==> config.mk <==
export PLATFORM = sky130hd
export DESIGN_NAME = base64_stream_decoder_core
export DESIGN_NICKNAME = d
export VERILOG_FILES = /design/src/design/b64d_pkg.sv /design/src/design/b64d_decode.sv /design/src/design/b64d_out_queue.sv /design/src/design/base64_stream_decoder_core.sv
export SDC_FILE = /design/constraint.sdc
export NUM_CORES = 1
export LEC_CHECK = 0
export ABC_CLOCK_PERIOD_IN_PS = 8800
export CAP_MARGIN = 20
export CORE_UTILIZATION = 45
export CTS_CLUSTER_DIAMETER = 120
export DETAILED_ROUTE_END_ITERATION = 6
export DONT_BUFFER_PORTS = 1
export PLACE_DENSITY = 0.61
export SLEW_MARGIN = 40
export SYNTH_ARGS = -nofsm -noshare
export SYNTH_HDL_FRONTEND = slang
export SYNTH_SLANG_ARGS = --single-unit
==> constraint.sdc <==
create_clock -name clk_i -period 8.8 [get_ports clk_i]
set_input_delay 1.76 -clock clk_i [delete_from_list [all_inputs] [get_ports clk_i]]
set_output_delay 1.76 -clock clk_i [all_outputs]
set_load 0.02 [all_outputs]
==> src/design/b64d_pkg.sv <==
// Package for the base64 stream decoder: result types, class codes and the
// character classification function. No dependencies.
package b64d_pkg;

  localparam int unsigned MAX_CHARS_DEF = 65536;
  localparam int unsigned MAX_RESULTS = 4;

  // Classification codes for one input character; 0 to 63 are sextet values.
  localparam logic [7:0] CODE_PLUS  = 8'd62;
  localparam logic [7:0] CODE_SLASH = 8'd63;
  localparam logic [7:0] CODE_SPACE = 8'd64;
  localparam logic [7:0] CODE_PAD   = 8'd65;
  localparam logic [7:0] CODE_BAD   = 8'd255;

  typedef enum logic [1:0] {
    KIND_DATA    = 2'd0,
    KIND_END_OK  = 2'd1,
    KIND_END_ERR = 2'd2
  } kind_e;

  typedef struct packed {
    logic [7:0]  data;
    kind_e       kind;
    logic [15:0] count;
  } result_t;

  // All results that one item causes, in delivery order starting at res[0].
  typedef struct packed {
    logic [2:0]          num;
    result_t [MAX_RESULTS-1:0] res;
  } bundle_t;

  function automatic logic [7:0] b64d_classify(input logic [7:0] c);
    logic [7:0] r;
    r = CODE_BAD;
    if (c >= 8'h41 && c <= 8'h5a) begin
      r = c - 8'h41;
    end else if (c >= 8'h61 && c <= 8'h7a) begin
      r = c - 8'h61 + 8'd26;
    end else if (c >= 8'h30 && c <= 8'h39) begin
      r = c - 8'h30 + 8'd52;
    end else if (c == 8'h2b) begin
      r = CODE_PLUS;
    end else if (c == 8'h2f) begin
      r = CODE_SLASH;
    end else if (c == 8'h3d) begin
      r = CODE_PAD;
    end else if (c == 8'h09 || c == 8'h0a || c == 8'h0b || c == 8'h0d || c == 8'h20) begin
      r = CODE_SPACE;
    end
    return r;
  endfunction

endpackage

==> src/design/b64d_decode.sv <==
// Decoder state and the single-pass logic that turns one character into its
// bundle of results. Depends on b64d_pkg.
module b64d_decode import b64d_pkg::*; #(
  parameter int unsigned MAX_CHARS = MAX_CHARS_DEF
) (
  input  logic        clk_i,
  input  logic        rst_ni,
  input  logic        move_i,
  input  logic [7:0]  char_code_i,
  input  logic        has_char_i,
  input  logic        is_last_i,
  input  logic [15:0] out_capacity_i,
  output bundle_t     bundle_o
);

  localparam int unsigned CT_W = $clog2(MAX_CHARS + 1);
  localparam int unsigned NW   = CT_W + 2;
  localparam int unsigned CW   = (NW > 16) ? NW : 16;

  logic [17:0]     acc_q, acc_d;
  logic [1:0]      cnt_q, cnt_d;
  logic            pad_q, pad_d;
  logic            err_q, err_d;
  logic [CT_W-1:0] ct_q, ct_d;
  logic [15:0]     bo_q, bo_d;

  logic [CT_W-1:0] ct_inc;
  logic [7:0]      code;
  logic            active;
  logic            is_sext;
  logic [23:0]     word;
  logic [7:0]      byt [3];
  logic [1:0]      nbytes;
  logic [NW-1:0]   need;
  logic            end_err;
  logic [15:0]     cntk [4];
  logic [16:0]     sum;
  logic [15:0]     end_count;

  always_comb begin
    ct_inc = ct_q;
    if (has_char_i && ct_q < CT_W'(MAX_CHARS)) begin
      ct_inc = ct_q + CT_W'(1);
    end
    code    = b64d_classify(char_code_i);
    active  = has_char_i && !pad_q && !err_q;
    err_d   = err_q | (active && code == CODE_BAD);
    pad_d   = pad_q | (active && code == CODE_PAD);
    is_sext = active && code < CODE_SPACE;

    acc_d  = acc_q;
    cnt_d  = cnt_q;
    nbytes = 2'd0;
    word   = {acc_q, code[5:0]};
    for (int i = 0; i < 3; i++) begin
      byt[i] = 8'd0;
    end
    if (is_sext) begin
      if (cnt_q == 2'd3) begin
        byt[0] = word[23:16];
        byt[1] = word[15:8];
        byt[2] = word[7:0];
        nbytes = 2'd3;
        acc_d  = '0;
        cnt_d  = 2'd0;
      end else begin
        acc_d = {acc_q[11:0], code[5:0]};
        cnt_d = cnt_q + 2'd1;
      end
    end

    // Bytes allowed for the characters seen: floor(total * 3 / 4).
    need    = (NW'(ct_inc) + NW'({ct_inc, 1'b0})) >> 2;
    end_err = err_d || (CW'(out_capacity_i) < CW'(need)) || cnt_d == 2'd1;

    // Leftover flush only follows an item that completed no group.
    if (is_last_i && !end_err) begin
      if (cnt_d == 2'd2) begin
        byt[0] = acc_d[11:4];
        nbytes = 2'd1;
      end else if (cnt_d == 2'd3) begin
        byt[0] = acc_d[17:10];
        byt[1] = acc_d[9:2];
        nbytes = 2'd2;
      end
    end

    cntk[0] = bo_q;
    for (int k = 1; k < 4; k++) begin
      sum     = {1'b0, bo_q} + 17'(k);
      cntk[k] = sum[16] ? 16'hffff : sum[15:0];
    end
    end_count = cntk[nbytes];

    bundle_o.num = {1'b0, nbytes} + {2'b00, is_last_i};
    for (int i = 0; i < MAX_RESULTS; i++) begin
      bundle_o.res[i].data  = 8'd0;
      bundle_o.res[i].kind  = end_err ? KIND_END_ERR : KIND_END_OK;
      bundle_o.res[i].count = end_count;
      if (i < 3 && 2'(i) < nbytes) begin
        bundle_o.res[i].data  = byt[i];
        bundle_o.res[i].kind  = KIND_DATA;
        bundle_o.res[i].count = cntk[i+1];
      end
    end

    ct_d = ct_inc;
    bo_d = end_count;
    if (is_last_i) begin
      acc_d = '0;
      cnt_d = 2'd0;
      pad_d = 1'b0;
      err_d = 1'b0;
      ct_d  = '0;
      bo_d  = 16'd0;
    end
  end

  always_ff @(posedge clk_i or negedge rst_ni) begin
    if (!rst_ni) begin
      acc_q <= '0;
      cnt_q <= 2'd0;
      pad_q <= 1'b0;
      err_q <= 1'b0;
      ct_q  <= '0;
      bo_q  <= 16'd0;
    end else if (move_i) begin
      acc_q <= acc_d;
      cnt_q <= cnt_d;
      pad_q <= pad_d;
      err_q <= err_d;
      ct_q  <= ct_d;
      bo_q  <= bo_d;
    end
  end

`ifndef NO_ASSERTIONS
  a_clear_after_end: assert property (@(posedge clk_i) disable iff (!rst_ni)
    (move_i && is_last_i) |=> (cnt_q == 2'd0 && ct_q == '0 && bo_q == 16'd0 && !pad_q && !err_q))
    else $error("decoder state not cleared after end of message");
  a_count_ok: assert property (@(posedge clk_i) disable iff (!rst_ni)
    (ct_q <= CT_W'(MAX_CHARS)))
    else $error("character total passed its saturation limit");
`endif

endmodule

==> src/design/b64d_out_queue.sv <==
// Result register: holds the bundle of one item and hands its results out one
// word per cycle while the output is not stalled. Depends on b64d_pkg.
module b64d_out_queue import b64d_pkg::*; (
  input  logic    clk_i,
  input  logic    rst_ni,
  input  logic    push_i,
  input  bundle_t bundle_i,
  output logic    ready_o,
  output logic    out_valid_o,
  input  logic    out_stall_i,
  output result_t head_o,
  output logic    last_of_run_o
);

  result_t    ent_q [MAX_RESULTS];
  logic [2:0] num_q;
  logic       pop;

  assign pop           = (num_q != 3'd0) && !out_stall_i;
  assign ready_o       = (num_q == 3'd0) || (num_q == 3'd1 && pop);
  assign out_valid_o   = num_q != 3'd0;
  assign head_o        = ent_q[0];
  assign last_of_run_o = num_q == 3'd1;

  always_ff @(posedge clk_i or negedge rst_ni) begin
    if (!rst_ni) begin
      num_q <= 3'd0;
    end else if (push_i) begin
      num_q <= bundle_i.num;
    end else if (pop) begin
      num_q <= num_q - 3'd1;
    end
  end

  always_ff @(posedge clk_i) begin
    if (push_i) begin
      for (int i = 0; i < MAX_RESULTS; i++) begin
        ent_q[i] <= bundle_i.res[i];
      end
    end else if (pop) begin
      for (int i = 0; i < MAX_RESULTS - 1; i++) begin
        ent_q[i] <= ent_q[i+1];
      end
    end
  end

`ifndef NO_ASSERTIONS
  a_push_when_free: assert property (@(posedge clk_i) disable iff (!rst_ni)
    push_i |-> (num_q == 3'd0 || (num_q == 3'd1 && pop)))
    else $error("bundle pushed over pending results");
  a_num_range: assert property (@(posedge clk_i) disable iff (!rst_ni)
    num_q <= 3'(MAX_RESULTS))
    else $error("result count out of range");
`endif

endmodule

==> src/design/base64_stream_decoder_core.sv <==
// Top level of the base64 stream decoder: input register, configuration
// port, decoder and result register. Depends on b64d_pkg, b64d_decode and
// b64d_out_queue.
//
//   channel  direction  handshake                    payload
//   in       input      in_valid_i / in_stall_o      char_code_i, has_char_i, is_last_i
//   out      output     out_valid_o / out_stall_i    data_byte_o, kind_o, byte_count_o,
//                                                    last_of_run_o
//   cfg      input      psel, penable, pwrite, pready  paddr, pwdata, prdata
//
// A word is held in the input register, then is decoded in one pass into the result
// register, which delivers one result per cycle while the output is not stalled.
// An item with k results (k from 0 to 4) holds the result register until all k are
// delivered, so the rate is one item per cycle when each item gives at most one result and the output is not stalled.
// Reset is asynchronous and active low; it clears the decoder state and sets
// out_capacity to 65535.
// A stalled output backs up into the input register, which then stalls the input.
module base64_stream_decoder_core import b64d_pkg::*; #(
  parameter int unsigned MAX_CHARS = MAX_CHARS_DEF
) (
  input  logic        clk_i,
  input  logic        rst_ni,
  input  logic        in_valid_i,
  output logic        in_stall_o,
  input  logic [7:0]  char_code_i,
  input  logic        has_char_i,
  input  logic        is_last_i,
  output logic        out_valid_o,
  input  logic        out_stall_i,
  output logic [7:0]  data_byte_o,
  output logic [1:0]  kind_o,
  output logic [15:0] byte_count_o,
  output logic        last_of_run_o,
  input  logic        psel,
  input  logic        penable,
  input  logic        pwrite,
  input  logic [2:0]  paddr,
  input  logic [31:0] pwdata,
  output logic [31:0] prdata,
  output logic        pready
);

  logic        a_valid_q;
  logic [7:0]  a_char_q;
  logic        a_has_q;
  logic        a_last_q;
  logic [15:0] cap_q;

  logic        accept;
  logic        move;
  logic        q_ready;
  bundle_t     bundle;
  result_t     head;

  assign accept     = in_valid_i && !in_stall_o;
  assign move       = a_valid_q && q_ready;
  assign in_stall_o = a_valid_q && !q_ready;

  always_ff @(posedge clk_i or negedge rst_ni) begin
    if (!rst_ni) begin
      a_valid_q <= 1'b0;
    end else if (accept) begin
      a_valid_q <= 1'b1;
    end else if (move) begin
      a_valid_q <= 1'b0;
    end
  end

  always_ff @(posedge clk_i) begin
    if (accept) begin
      a_char_q <= char_code_i;
      a_has_q  <= has_char_i;
      a_last_q <= is_last_i;
    end
  end

  // One register exists, at addresses 0 to 3 (paddr[2] low); writes to addresses 4 to 7 are dropped.
  always_ff @(posedge clk_i or negedge rst_ni) begin
    if (!rst_ni) begin
      cap_q <= 16'hffff;
    end else if (psel && penable && pwrite && !paddr[2]) begin
      cap_q <= pwdata[15:0];
    end
  end

  assign pready = 1'b1;
  assign prdata = paddr[2] ? 32'd0 : {16'd0, cap_q};

  b64d_decode #(
    .MAX_CHARS(MAX_CHARS)
  ) u_decode (
    .clk_i          (clk_i),
    .rst_ni         (rst_ni),
    .move_i         (move),
    .char_code_i    (a_char_q),
    .has_char_i     (a_has_q),
    .is_last_i      (a_last_q),
    .out_capacity_i (cap_q),
    .bundle_o       (bundle)
  );

  b64d_out_queue u_out_queue (
    .clk_i         (clk_i),
    .rst_ni        (rst_ni),
    .push_i        (move),
    .bundle_i      (bundle),
    .ready_o       (q_ready),
    .out_valid_o   (out_valid_o),
    .out_stall_i   (out_stall_i),
    .head_o        (head),
    .last_of_run_o (last_of_run_o)
  );

  assign data_byte_o  = head.data;
  assign kind_o       = head.kind;
  assign byte_count_o = head.count;

`ifndef NO_ASSERTIONS
  a_end_is_last: assert property (@(posedge clk_i) disable iff (!rst_ni)
    (out_valid_o && kind_o != KIND_DATA) |-> last_of_run_o)
    else $error("end result is not the final result of its item");
  a_end_no_data: assert property (@(posedge clk_i) disable iff (!rst_ni)
    (out_valid_o && kind_o != KIND_DATA) |-> (data_byte_o == 8'd0))
    else $error("end result carries a data byte");
`endif

endmodule
* After elaboration in Yosys (flattened, before gate mapping)
Memory sizes are Yosys's and may differ from the RTL's.
Index checks and enable logic that the tools add are counted.
** Word-level totals
- Memory bits (writable) :: 104
- Word-level logic and storage cells :: 151
- Output and inout port bits :: 62
- Memories kept :: 1
- Bits of input ports :: 52
- Flip-flop bits (word level) :: 85
** Operators by class
- Reduce and logical (&&, ||, !) cells :: 38
- Eq/ne operators :: 15
- Add/sub/neg operators :: 13
- Bitwise logic cells :: 6
- Order comparisons :: 13
- Mux-type cells :: 52
** Memories
- u_out_queue.ent_q :: words 4, bits a word 26, read ports 4, clocked after Yosys merged registers in 0, write ports 4, line b64d_out_queue.sv:15 : result_t ent_q [MAX_RESULTS];
** Operators by type and width (number)
- 26-bit two-way mux :: 6
- 16-bit two-way mux :: 9
- 8-bit two-way mux :: 9
- 18-bit two-way mux :: 3
- 24-bit two-way mux :: 2
- 16-bit by 2-bit adder with 17-bit output (second input constant) :: 2
- 17-bit two-way mux :: 2
- 16-bit binary-select mux with 2-bit select :: 1
- 8-bit by 4-bit equality test with 1-bit output (second input constant) :: 4
- 8-bit by 6-bit equality test with 1-bit output (second input constant) :: 4
- 17-bit by 18-bit adder with 19-bit output :: 1
- 1-bit logical AND :: 18
- 2-bit two-way mux :: 9
- 16-bit by 1-bit adder with 17-bit output (second input constant) :: 1
- 17-bit by 1-bit adder with 17-bit output (second input constant) :: 1
- 16-bit by 17-bit < comparator with 1-bit output :: 1
- 17-bit < comparator (second input constant) :: 1
- 8-bit by 7-bit greater-or-equal comparator with 1-bit output (second input constant) :: 2
- 8-bit by 7-bit <= comparator with 1-bit output (second input constant) :: 2
- 8-bit by 7-bit subtractor with 8-bit output (second input constant) :: 2
- 1-bit two-way mux :: 9
- 8-bit by 5-bit adder with 8-bit output (second input constant) :: 1
- 8-bit by 6-bit adder with 8-bit output (second input constant) :: 1
- 8-bit by 7-bit equality test with 1-bit output (second input constant) :: 1
- other kinds (23) :: 45

* Depth between registers and ports, before layout
Gate-level depths: netlist of run 1.
- Depth after elaboration :: 26
- Gate-level depth with buffers :: 33
- Gate-level depth less buffers :: 32

* Cells and area by module
A second synthesis of run 1 with hierarchy kept.
** Unflattened totals
- Cells, all modules :: 1333
- Area, all modules :: 13311.5 um2
** Modules (own cells, without submodules)
- b64d_decode :: sequential area each 1376.3 um2, instances 1, cells each 1028, area an instance 7728.7 um2
- b64d_out_queue :: sequential area each 3198.1 um2, instances 1, cells each 219, area an instance 4309.1 um2
- base64_stream_decoder_core :: sequential area each 745.7 um2, instances 1, cells each 86, area an instance 1273.7 um2

* Worst setup path after synthesis of run 1
No wires, ideal clock.
- Path kind :: register -> register
- Start :: register u_decode.ct_q[0]
- End :: memory u_out_queue.ent_q[2][10] (netlist name), data pin
- Slack :: 2.222 ns
- Arrival :: 6.318 ns
- Data required time :: 8.540 ns
- Stages on the path, launching flop included :: 31
- Buffers on the path :: 2
- Cell sequence :: dfrtp_1 -> ha_1 -> nand3b_1 -> o21a_1 -> nor2_1 -> inv_1 -> ha_1 -> and3_1 -> a211oi_1 -> maj3_2 -> nor3_2 -> o22ai_1 -> a21boi_0 -> o21a_1 -> o21ai_0 -> nand2b_1 -> xnor2_1 -> ha_1 -> nand2_1 -> o21bai_1 -> a21oi_1 -> o21ai_0 -> nand4_1 -> a2111oi_4 -> o211a_1 -> buf_4 -> mux2_4 -> buf_2 -> o22ai_1 -> nand2_1 -> mux2_2
** RTL lines
- start, declared :: line b64d_decode.sv:24 : logic [CT_W-1:0] ct_q, ct_d;
- start signal, assigned :: line b64d_decode.sv:132 : ct_q <= ct_d;
- end, declared :: line b64d_out_queue.sv:15

==> run metrics, run 1 <==
Slew Limit Fails=0; FILL cells=2420; CP startpoint kind=flop; FMAX=123.8 MHz; RSZ-0062 raised after global routing=false; H-tree levels=4; family with the most delay on the worst path=compound AO/OA/AOI/OAI gates; setup TNS=0 ns; Data arrival, critical path=8.25 ns; Post-CTS Hold Buffers=0; Mapped Cells=1282; Seq cells post-synth=181; top_reg_cell synth=edfxtp_1; CTS tree=built; Post-CTS Setup Bufs=0; initial core utilization=0.4577; Die W=164.8 um; number of synthesized flops with an enable pin=106; most common cell after layout, fill and taps aside=nand2_1; status=completed; WL final=30.99 mm; initial antenna violation count=0; Netlist cell types=92; pwr dens=325.2 nW/um^2; clk slew on worst S/H paths=0.07 ns; largest net degree at the start of global routing=78; CP max FO=14; Post-DP HPWL=20.41 mm; VDD IR max=0.2768 mV; port buffer count=0; DIE HEIGHT=164.8 um; worst reg2reg path depth=30; min Tclk post-route=8.080 ns; final clock skew=0.01113 ns; CTS resizes=0; post-synthesis async set-or-reset flop share=0.4144; DRT iter0 DRCs=944; syn_area_per_cell=9.304 sq um; most frequent cells in the layout=150 x nand2_1, 106 x edfxtp_1, 89 x nor2_1, 85 x a21oi_1, 84 x o21ai_0; Critical-path top delay cell=dfrtp_1; CP Depth=30; Critical Path End Type=flop; Hold Path Depth=2; CTS Buffer Depth=2; Slew @ Worst Pin=0.8351 ns; type of the worst setup path=reg2reg; Synth Cell Area=11930 sq um; Final Net Count=1339; Final Hold Vio Count=0; Slew HR=0.4395; Die ar.=27160 sq um; CORE AREA=26060 sq um; via-per-instance ratio=6.114; CP most frequent cell=ha_1; vias=9684; Max-cap violations=0; Seq/Total Area, Yosys=0.4259; Final Cycle Share=0.9181; required time worst endpoint=8.97 ns; Core Rows=59; share of cells above drive strength 1=0.1017; Ys Warns=0; remaining routing DRC violations=0; WP buf/inv=3; Clk Latency, worst-skew pair=0.44 ns; Synth-to-Final Area Change=6.315%; total CTS buffers=17; drt first pass iters=6; number of inserted diodes=0; Synth area leader=edfxtp_1; Overflow after GRT=0; clock sinks=181; vias in the first global route=9017; final setup fails=0; leakage=5.045 nW; post-DR wirelength/cell=19.57 um; Finished Cell Area=12680 sq um; placed cell areas=12090 sq um; CP max stage delay=0.48 ns; footprint of the multi-input gates=6320 sq um; Power, Total=0.004124 W; Synth top area share=0.2669; largest cells by area after synthesis=edfxtp_1 27%, dfrtp_1 12%, ha_1 5.2%; root buffer selected by CTS=clkbuf_16; all-layer global routing usage=0.2345; Routed Antenna Nets=0; worst min path class=reg2reg; I/O pin total=114; gpl congestion=0.9169; global-route wire length before repair=49.58 mm; Storage cell area=5080 sq um
## state kept, by name (all words and copies together) (netlist names)
| signal | cells |
|---|---|
| a_char_q | 8 |
| a_has_q | 1 |
| a_last_q | 1 |
| a_valid_q | 1 |
| cap_q | 16 |
| u_decode.acc_q | 18 |
| u_decode.bo_q | 16 |
| u_decode.cnt_q | 2 |
| u_decode.ct_q | 17 |
| u_decode.err_q | 1 |
| u_decode.pad_q | 1 |
| u_out_queue.ent_q | 96 |
| u_out_queue.num_q | 3 |
## tightest hold or removal path: cells and delay by family (launching register included)
family | cells | cell delay, ns
AO/OA/AOI/OAI | 1 | 0.06
flip-flops | 1 | 0.36
AND/OR/NAND/NOR | 1 | 0.05
## cells in the mapped netlist, drive strengths merged, types with 11 or more instances
cell type,number
dfstp,16
a22o,26
clkbuf,62
nor2,91
mux2,33
nor2b,25
nand3,34
inv,34
nand2b,11
o21a,12
edfxtp,106
buf,38
a21oi,86
nor4,15
o22ai,13
a21o,12
o21ai,104
nor3,27
ha,50
xnor2,36
and3,18
nand2,151
xor2,23
dfrtp,59
a31oi,22
a22oi,23
## power breakdown
group / internal (W) / switching (W)
clock: 0.000422 / 0.000356
sequential: 0.00139 / 0.000317
combinational: 0.000567 / 0.00108
## metrics by stage
step	setup slack [ns]	util	cells	hold WS, ns
6_report	0.7204	0.4866	1584	0.5113
5_1_grt	0.1001	0.4866	1584	0.5472
4_1_cts	0.4815	0.4861	1583	0.5087
3_5_place_dp	0.5335	0.4638	1551	0.4942
3_3_place_gp	0.7395	0.4637	1551	0.4900
2_1_floorplan	2.222	-	1297	0.4715
## final cells by class
class	instances	area share
tap	335	0.03305
timing repair buffer	20	0.01214
clock inverter	14	0.01194
inverter	34	0.01006
sequential	181	0.4006
multi-input combinational	982	0.4984
clock buffer	18	0.03384
## cells by family (layout without fill, tap and decap cells)
logic type | count (synthesis) | in the layout | synth area share
AND/OR/NAND/NOR | 422 | 422 | 0.1698
XOR/XNOR | 59 | 59 | 0.04332
AO/OA/AOI/OAI | 389 | 389 | 0.2152
flip-flops | 181 | 181 | 0.4259
buffers and inverters | 134 | 86 | 0.05025
multiplexers | 43 | 43 | 0.03986
other | 2 | 17 | 0.0006296
adder cells (fa/ha/maj) | 52 | 52 | 0.05507
## metal layers
metal,GRT usage,wire [um],vias to the layer above
li1,-,-,4612
met1,0.3446,14340,4643
met2,0.3514,13920,377
met3,0.03792,2218,52
met4,0.07006,522,0
met5,0,0,-
## path summary, 6_finish.rpt
check | from | to | slack (ns)
min in group asynchronous | rst_ni | u_decode.ct_q[4] | 1.01
setup / recovery | u_decode.ct_q[0] | u_out_queue.ent_q[0][24] | 0.72
max in group asynchronous | rst_ni | cap_q[0] | 7.60
setup reg to reg | u_decode.ct_q[0] | u_out_queue.ent_q[0][24] | 0.72
hold / removal | u_decode.acc_q[13] | u_decode.acc_q[13] | 0.51
hold reg to reg | u_decode.acc_q[13] | u_decode.acc_q[13] | 0.51
Power figures use the tool's default switching activity.
==> run 2, diff against run 1 <==
--- a/config.mk
+++ b/config.mk
@@ -7,6 +7,7 @@
 export LEC_CHECK = 0
 export ABC_CLOCK_PERIOD_IN_PS = 8800
 export CAP_MARGIN = 20
+export CORE_ASPECT_RATIO = 0.6
 export CORE_UTILIZATION = 45
 export CTS_CLUSTER_DIAMETER = 120
 export DETAILED_ROUTE_END_ITERATION = 6
==> run 2 against run 1 <==
Effect of this change:
- fmax is essentially flat
- global-route usage grew 1.8 points
- largest cell class unchanged
- highest routed layer unchanged
- combinational power grew 3%
- die area is essentially flat
- core utilization grew 0.95 points
- via count grew 0.57%
==> run metrics, run 2 (same netlist as run 1, synthesis figures left out) <==
status=completed (unchanged); initial core utilization=0.4646 (was 0.4577); WP buf/inv=3 (unchanged); Util after Layout=0.4962 (was 0.4866); sw frac=0.4360 (was 0.4243); largest net degree at the start of global routing=76 (was 78); port buffer count=0 (unchanged); remaining routing DRC violations=0 (unchanged); final setup fails=0 (unchanged); worst min path class=reg2reg (unchanged); biggest regs=u_out_queue.ent_q x96, u_decode.acc_q x18, u_decode.ct_q x17 (unchanged); Core Rows=45 (was 59); Placed Instances=1573 (was 1551); CTS tree=built (unchanged); Overflow after GRT=0 (unchanged); family with the most delay on the worst path=compound AO/OA/AOI/OAI gates (unchanged); Routed Antenna Nets=0 (unchanged); Clk Latency, worst-skew pair=0.46 ns (was 0.44 ns); CORE AREA=25670 sq um (was 26060 sq um); H-tree levels=4 (unchanged); CP most frequent cell=ha_1 (unchanged); DRT iter0 DRCs=1338 (was 944); all-layer global routing usage=0.2521 (was 0.2345); pwr dens=328.2 nW/um^2 (was 325.2 nW/um^2); Finished Layout Cells=1606 (was 1584); most frequent cells in the layout=150 x nand2_1, 106 x edfxtp_1, 89 x nor2_1, 85 x a21oi_1, 84 x o21ai_0 (unchanged); vias=9739 (was 9684); RSZ-0062 raised after global routing=false (unchanged); Final Net Count=1344 (was 1339); vias in the first global route=8714 (was 9017); drt first pass iters=5 (was 6); P_int=0.002358 W (was 0.002374 W); footprint of the multi-input gates=6320 sq um (unchanged); Slew Limit Fails=0 (unchanged); total CTS buffers=17 (unchanged); initial antenna violation count=0 (unchanged); global-route wire length before repair=52.10 mm (was 49.58 mm); I/O pin total=114 (unchanged); final clock skew=0.01228 ns (was 0.01113 ns); Biggest register=u_out_queue.ent_q (unchanged); Flop pwr share=0.409 (was 0.413); Slew HR=0.4542 (was 0.4395); number of inserted diodes=0 (unchanged); CTS Buffer Depth=2 (unchanged); Comb pwr share=0.405 (was 0.398); clock group share of total power=0.186 (was 0.189); CP max FO=21 (was 14); via-per-instance ratio=6.064 (was 6.114); VDD IR max=0.2540 mV (was 0.2768 mV); max reg flops=96 (unchanged); root buffer selected by CTS=clkbuf_16 (unchanged); leakage=5.059 nW (was 5.045 nW); Final Cycle Share=0.9187 (was 0.9181); FILL cells=2447 (was 2420); Critical-path top delay cell=a2111oi_4 (was dfrtp_1); Max-cap violations=0 (unchanged); Critical Path End Type=flop (unchanged); type of the worst setup path=reg2reg (unchanged); clk slew on worst S/H paths=0.07 ns (about the same); gpl congestion=0.9464 (was 0.9169); setup TNS=0 ns (unchanged); Die ar.=27180 sq um (was 27160 sq um); Slew @ Worst Pin=0.7980 ns (was 0.8351 ns); Data arrival, critical path=8.28 ns (was 8.25 ns); Synth-to-Final Area Change=6.798% (was 6.315%); Storage cell area=5080 sq um (unchanged); share of cells above drive strength 1=0.1069 (was 0.1017); clock sinks=181 (unchanged); CP startpoint kind=flop (unchanged); WL final=32.88 mm (was 30.99 mm); Final Hold Vio Count=0 (unchanged); required time worst endpoint=9.00 ns (was 8.97 ns); Net Sw Power=0.001823 W (was 0.001750 W); Post-DP HPWL=22.82 mm (was 20.41 mm); most common cell after layout, fill and taps aside=nand2_1 (unchanged); DIE HEIGHT=128.1 um (was 164.8 um); post-DR wirelength/cell=20.47 um (was 19.57 um); Die W=212.2 um (was 164.8 um); FMAX=123.7 MHz (was 123.8 MHz); CP max stage delay=0.61 ns (was 0.48 ns); min Tclk post-route=8.084 ns (was 8.080 ns)
==> run 2: cell type report <==
cell class / count / share of cell area
Multi-Input combinational cell: 982 / 0.4961
Sequential cell: 181 / 0.3988
Clock inverter: 15 / 0.01238
Inverter: 34 / 0.01002
Clock buffer: 17 / 0.03340
Tap cell: 352 / 0.03457
Timing Repair Buffer: 25 / 0.01473
==> run 2: through the flow <==
step	setup slack [ns]	hold slack [ns]	power [W]	area (sq um)
floorplan	2.222	0.4715	0.002888	11980
global placement	0.8585	0.4950	0.003356	12150
detailed placement	0.7672	0.5040	0.003386	12150
CTS	0.7293	0.5248	0.004173	12730
global route	0.04972	0.5498	0.004453	12740
finish	0.7157	0.5199	0.004180	12740
==> run 2: worst register-to-register path: cells and delay by family (launching register included) <==
family	cells	cell delay, ns
AOI/OAI and AO/OA	13	3.58
and+or+nand+nor	8	1.49
adders and majority gates	4	1.28
buffers and inverters	3	0.60
DFF	1	0.46
muxes	1	0.30
xor gates and xnor gates	1	0.14
==> run 2: path summary, 6_finish.rpt <==
kind	startpoint	end	slack, ns	cells after the start
hold reg to reg	u_out_queue.ent_q[1][17]	u_out_queue.ent_q[0][17]	0.52	2
hold / removal	u_out_queue.ent_q[1][17]	u_out_queue.ent_q[0][17]	0.52	2
min in group asynchronous	rst_ni	u_decode.bo_q[2]	1.00	0
max in group asynchronous	rst_ni	cap_q[7]	7.57	0
setup reg to reg	u_decode.ct_q[0]	u_out_queue.ent_q[2][2]	0.72	30
setup / recovery	u_decode.ct_q[0]	u_out_queue.ent_q[2][2]	0.72	30
==> run 2: layer usage <==
metal / up-vias / part of all wire / global-route usage
met5: - / 0 / 0
met4: 0 / 0.011 / 0.06095
met3: 31 / 0.098 / 0.06198
met2: 442 / 0.36 / 0.3032
met1: 4637 / 0.53 / 0.4237
li1: 4629 / - / -
==> run 2: what timing repair did <==
action / 4_1_cts / 5_1_grt
setup endpoints to repair: 0 / 3
hold buffers: 0 / 0
resized for setup: 0 / 1
buffers inserted: 0 / 0
endpoints found under the hold margin: 0 / 0
==> run 2: power by group through the flow <==
stage          Sequential [W]  Combinational, W  Clock, W
6_report              0.00171           0.00169  0.000779
5_1_grt               0.00175           0.00187  0.000828
4_1_cts               0.00170           0.00168  0.000794
3_5_place_dp          0.00172           0.00167         0
3_3_place_gp          0.00171           0.00165         0
2_1_floorplan         0.00160           0.00129         0
